==> config.mk <==
export PLATFORM = sky130hd
export DESIGN_NAME = fmtr_cell
export DESIGN_NICKNAME = d
export VERILOG_FILES = /design/src/fmtr_pkg.sv /design/src/fmtr_cell.sv
export SDC_FILE = /design/constraint.sdc
export NUM_CORES = 1
export LEC_CHECK = 0
export ABC_AREA = 0
export BUFFER_PORTS_ARGS = -buffer_cell sky130_fd_sc_hd__buf_2
export CAP_MARGIN = 25
export CORE_AREA = 8 8 150 166
export DETAILED_ROUTE_END_ITERATION = 8
export DIE_AREA = 0 0 158 174
export SYNTH_ARGS = -nofsm -noshare
export SYNTH_HDL_FRONTEND = slang
export SYNTH_SLANG_ARGS = --single-unit
==> constraint.sdc <==
create_clock -name clk -period 3.1 [get_ports clk]
set_input_delay 0 -clock clk [delete_from_list [all_inputs] [get_ports clk]]
set_output_delay 0 -clock clk [all_outputs]
set_load 0.01 [all_outputs]
==> src/fmtr_pkg.sv <==
// Package for the frontier mate transition ranker: widths, types and word helpers.
package fmtr_pkg;

  localparam int unsigned WORD_W   = 56;
  localparam int unsigned SYMS     = 28;
  localparam int unsigned POS_W    = 5;
  localparam int unsigned CNT_W    = 45;
  localparam int unsigned RANK_W   = 40;
  localparam int unsigned ACC_W    = 52;
  localparam int unsigned HGT_W    = 7;
  localparam int unsigned MAX_WIDTH_DEF = 28;
  localparam int unsigned FW_RESET = 15;

  typedef enum logic [1:0] {
    KIND_NONE  = 2'd0,
    KIND_MAIN  = 2'd1,
    KIND_BLOCK = 2'd2,
    KIND_RSVD  = 2'd3
  } kind_t;

  localparam logic [1:0] SYM_NONE  = 2'd0;
  localparam logic [1:0] SYM_RIGHT = 2'd1;
  localparam logic [1:0] SYM_LEFT  = 2'd2;

  // Control bundle shared by every cell of the count column.
  typedef struct packed {
    logic                    load;
    logic                    step;
    logic signed [HGT_W-1:0] h;
    logic [1:0]              sym;
  } cell_ctl_t;

  function automatic logic [WORD_W-1:0] low_mask(input logic [POS_W-1:0] n);
    logic [WORD_W:0] one;
    one = (WORD_W+1)'(1) << {n, 1'b0};
    return WORD_W'(one - (WORD_W+1)'(1));
  endfunction

  function automatic logic [1:0] sym_get(input logic [WORD_W-1:0] w,
                                         input logic [POS_W-1:0] k);
    return 2'(w >> {k, 1'b0});
  endfunction

  function automatic logic [WORD_W-1:0] sym_put(input logic [WORD_W-1:0] w,
                                                input logic [POS_W-1:0] k,
                                                input logic [1:0] v);
    logic [WORD_W-1:0] z;
    z = WORD_W'(3) << {k, 1'b0};
    return (w & ~z) | (WORD_W'(v) << {k, 1'b0});
  endfunction

  function automatic logic [WORD_W-1:0] pair_put(input logic [WORD_W-1:0] w,
                                                 input logic [POS_W-1:0] p,
                                                 input logic [3:0] v);
    logic [POS_W-1:0] b;
    logic [WORD_W-1:0] z;
    b = p - POS_W'(1);
    z = WORD_W'(15) << {b, 1'b0};
    return (w & ~z) | (WORD_W'(v) << {b, 1'b0});
  endfunction

  function automatic logic [WORD_W-1:0] drop_sym(input logic [WORD_W-1:0] w,
                                                 input logic [POS_W-1:0] k);
    logic [WORD_W-1:0] lo;
    lo = low_mask(k);
    return ((w & ~lo) >> 2) | (w & lo);
  endfunction

  function automatic logic [WORD_W-1:0] add_empty(input logic [WORD_W-1:0] w,
                                                  input logic [POS_W-1:0] k);
    logic [WORD_W-1:0] lo;
    lo = low_mask(k);
    return (w & lo) | ((w & ~lo) << 2);
  endfunction

endpackage

==> src/fmtr_cell.sv <==
// One cell of the lattice-path count column with its rank tap.
`default_nettype none
module fmtr_cell #(
  parameter int unsigned IDX = 0
) (
  input  wire logic                       clk,
  input  wire fmtr_pkg::cell_ctl_t        ctl,
  input  wire logic [fmtr_pkg::CNT_W-1:0] below,
  input  wire logic [fmtr_pkg::CNT_W-1:0] above,
  output logic      [fmtr_pkg::CNT_W-1:0] count,
  output logic      [fmtr_pkg::CNT_W-1:0] tap_a,
  output logic      [fmtr_pkg::CNT_W-1:0] tap_b
);
  import fmtr_pkg::*;

  logic hit_a;
  logic hit_b;

  always_ff @(posedge clk) begin
    if (ctl.load) begin
      count <= (IDX == 0) ? CNT_W'(1) : '0;
    end else if (ctl.step) begin
      count <= below + count + above;
    end
  end

  // Tap a takes count at the current height, tap b the count one below it.
  assign hit_a = (ctl.sym != SYM_NONE) && (ctl.h == HGT_W'(IDX));
  assign hit_b = (ctl.sym[1]) && (ctl.h > 0) && (ctl.h == HGT_W'(IDX + 1));
  assign tap_a = hit_a ? count : '0;
  assign tap_b = hit_b ? count : '0;

endmodule
`default_nettype wire

**Word level (Yosys, flattened, before mapping)**

Index checks and enable logic that the tools add are counted.

- $add $sub $neg: 2
- Mux-type cells: 2
- Order comparisons: 1
- Reductions and logical operators: 5
- Equality and inequality tests: 1

Operators by type and width:

| kind | number |
|---|---|
| 45-bit adder | 2 |
| 45-bit two-way mux | 2 |
| 7-bit by 1-bit == test with 1-bit output (second input constant) | 1 |
| 7-bit by 1-bit greater-than comparator with 1-bit output (second input constant) | 1 |
| 7-bit logical NOT | 1 |
| 1-bit logical AND | 3 |
| 2-bit nonzero test | 1 |

- Input port bits: 102
- Word-level logic and storage cells: 12
- Output and inout bits: 135
- Register bits after elaboration: 45

**Longest topological paths before layout**

- Word-level depth: 4
- Mapped depth: 15

**Worst setup path before layout**

Ideal clock, no wire load.

- Kind: register -> register
- Start: register count[1] in the netlist's numbering
- End: register count[43] in the netlist's numbering
- Setup time: 127 ps
- Cell stages (with the launch flop): 14
- Setup slack: -293 ps
- Arrival time: 3266 ps
- Cells stage by stage: dfxtp_1 > fa_1 > ha_1 > fa_1 > a21oi_1 > o211ai_1 > a21oi_1 > nor3_1 > or3_1 > a311o_1 > a21oi_2 > o21ai_1 > xnor2_1 > o21ai_1

- Longest elaborated chain between the ends: 2

RTL lines:

| what | line | RTL |
|---|---|---|
| start: declaration | fmtr_cell.sv:10 | `output logic [fmtr_pkg::CNT_W-1:0] count,` |
| start signal: assignment | fmtr_cell.sv:21 | `count <= (IDX == 0) ? CNT_W'(1) : '0;` |
| start signal: assignment | fmtr_cell.sv:23 | `count <= below + count + above;` |
| 45-bit adder (2 in a row) | fmtr_cell.sv:23 |  |

Every way passes these cells.
A chain may end at the register's enable or synchronous reset.

**Worst setup path in the final report**

- Start: register count[1] in the netlist's numbering
- End: register count[35] in the netlist's numbering

Same word-level chain as after synthesis.

==> impl_metrics.ini <==
[setup_path]
worstPathCellList = fa_1 -> ha_2 -> fa_2 -> a21oi_2 -> o211ai_1 -> a21oi_2 -> nor3_1 -> or3_1 -> a311o_1 -> buf_4 -> a21boi_2 -> xnor2_1 -> mux2i_1 -> nor2_1
crit_path_max_delay_cell_type = sky130_fd_sc_hd__fa_1
critical_path_peak_fanout = 3
path_common_cell = sky130_fd_sc_hd__a21oi_2
endpoint_kind = register
timing.critical_path.arrival_ps = 3500
reg2reg_slack_ps = -220
critical_path_buf_inv_count = 1
crit_type = reg -> reg
timing.critical_path.slowest_cell_delay_ps = 440
cp_top_family = adder cells
start_kind = register
data_required_time_at_the_worst_endpoint_ps = 3280

[detailed_routing]
pre_repair_dr_iteration_count = 4
via_count_normalized_by_instance_count = 4.582
via_count = 5792
drt_iter0_markers = 255
postRouteAntennaNets = 0
drt_wl_total_microns = 19990
wl_per_instance_microns = 15.81
remaining_drc_errors = 0

[floorplan]
initial_standard_cell_utilization_of_the_core_pct = 24.32
core_area_sq_um = 22350
die_h_microns = 174
num_rows = 58
chipWidth_microns = 158
io_pins = 237
dieArea_sq_um = 27490

[logic_synthesis]
synth-edff-count = 0
synthCells = 649
ys.flop_type = sky130_fd_sc_hd__dfxtp_1
synth.avg_cell_area_sq_um = 8.375
yosysWarnings = 0
syn_nets = 839
ys_ff_latch = 45
netlist_area_sq_um = 5435
synth.lib_cells_used.distinct = 63
ys_seq_area_share_pct = 16.57
synthArstFlopShare_pct = 0

[power]
power.total_mw = 7.631
total_leakage_power_nw = 4.193
p_per_area_nw_per_um2 = 933.2
worst_vdd_drop_mv = 0.4313

[global_route]
grt_start_max_net_pins = 45
grt_use_total_pct = 14.15
grt_antenna_before_repair = 0
grt_first_pass_wirelength_microns = 31150
grt.overflow.total = 0
grt_pass1_vias = 5959

[sta]
period_needed_ps = 3317
finalHoldViolCount = 0
worst_slack_ps = -217.5
finalCritPeriodShare_pct = 107.0
upper_clock_frequency_limit_ghz = 0.3014
worst_case_headroom_to_the_max_slew_limit_pct = 41.53
worst_skew_ps = 11.62
finalSetupViolations = 9
rsz_0062_raised_after_global_routing = true
max_slew.worst_pin.slew_ps = 875.0
timing_max_transition_violations_final = 0
timing.setup.tns_ps = -1258

[placement]
place.detailed.instances = 1243
dp_worst_setup_slack_ps = -349.5
place.port_buffers = 236
routabilityCongestion = 0.8449
detailed_place_hpwl_microns = 16420

[finish]
layout_top_registers = count (45)
antenna_cells = 0
post_route_cells_drive_above_1_share_pct = 43.36
area_growth_pct = 50.46
layout.cells.non_filler = 1264
largest_register_ff_count = 45
layout_common_cells = sky130_fd_sc_hd__buf_2 (236), sky130_fd_sc_hd__buf_4 (100), sky130_fd_sc_hd__and2_1 (89)
max_flop_register = count
fillCellCount = 2393
fin_nets = 1153
layout.cells.most_common = sky130_fd_sc_hd__buf_2

[clock_network]
clock_pin_slew_on_the_worst_setup_and_hold_paths_ps = 80
worstSkewPairLatency_ps = 310
clock_sink_count = 45
htree_levels = 2
cts_root_buf = sky130_fd_sc_hd__clkbuf_16
cts_tree = yes
cts_max_path_buffers = 2
tritoncts.num_buffers = 5

[min_path]
worst_hold_path_type = in -> reg

[run]
maxCapViolations = 0

[status]
failed_checks = negative setup slack
status = finished, violations left
==> metrics by stage <==
step                      hold WS [ps]  util [%]  instance area, sq um
after floorplan                  52.86         -                  5490
after global placement           284.8     34.01                  7602
after detailed placement         290.1     34.01                  7602
after CTS                        9.298     35.33                  7896
after global routing             27.74     36.59                  8178
final                            5.919     36.59                  8178
==> logic make-up after synthesis <==
family | count (synthesis) | share of synthesized area (%)
AND/OR/NAND/NOR | 252 | 23.55
AO/OA/AOI/OAI | 148 | 18.37
adder cells (fa/ha/maj) | 88 | 26.47
buffers and inverters | 48 | 3.453
flip-flops | 45 | 16.57
XOR/XNOR | 41 | 6.607
multiplexers | 27 | 4.972
==> worst paths after layout <==
kind | start | endpoint | cells after the start
hold reg to reg | count[0] | count[0] | 2
setup / recovery | count[1] | count[35] | 14
hold / removal | ctl[10] | count[0] | 3
setup reg to reg | count[1] | count[35] | 14
==> synthesized netlist by cell type (all sizes together), types with 2 or more instances <==
master,count,area (sq um)
a21o,24,180.2
a31oi,9,62.56
o31a,2,17.52
a21oi,46,234.0
nor4,3,18.77
nor2,74,280.3
nand2,42,157.7
dfxtp,45,900.9
a21boi,3,26.28
mux2i,27,270.3
fa,45,900.9
nand2b,3,18.77
a221o,2,20.02
o21ai,30,153.9
xnor2,29,254.0
nand4,10,68.81
o211ai,3,22.52
a211oi,3,22.52
o22ai,4,25.02
inv,16,60.06
nor2b,5,31.28
nor3b,2,15.01
o21bai,3,22.52
nor3,10,50.05
ha,43,538.0
o41ai,3,52.56
a221oi,2,17.52
xor2,12,105.1
o31ai,2,28.78
and3,2,12.51
and2,90,565.5
clkbuf,24,90.09
nand3,8,40.04
buf,7,33.78
==> layout make-up <==
class	instances	area, sq um	area share [%]
clock buffer	5	125.1	1.530
clock inverter	3	21.27	0.2601
inverter	17	63.81	0.7803
multi-input combinational	556	4722	57.74
sequential	45	915.9	11.20
tap	300	375.4	4.590
timing repair buffer	338	1954	23.90
==> where the power goes <==
group / switching (mW) / internal (mW)
registers: 0.190 / 0.809
clock network: 0.284 / 0.302
logic: 3.10 / 2.95
total: 3.58 / 4.06
==> metal layers <==
metal  GRT usage [%]  part of all wire [%]
met3           3.154                   7.3
met5               0                     0
met1           16.82                    41
met2           25.47                    51
met4           2.675                  0.97
==> tightest hold or removal path: cells and delay by family <==
kind	cells	cell delay, ps
buf+inv	2	200
simple gates	1	80
==> what timing repair did <==
action                     4_1_cts  5_1_grt
hold buffers                     0        0
pin swaps                       11       18
gates resized for setup         25       41
setup buffers                    5        9
setup endpoints to repair       20       26
Note: power is estimated with default switching activity, not from simulation.
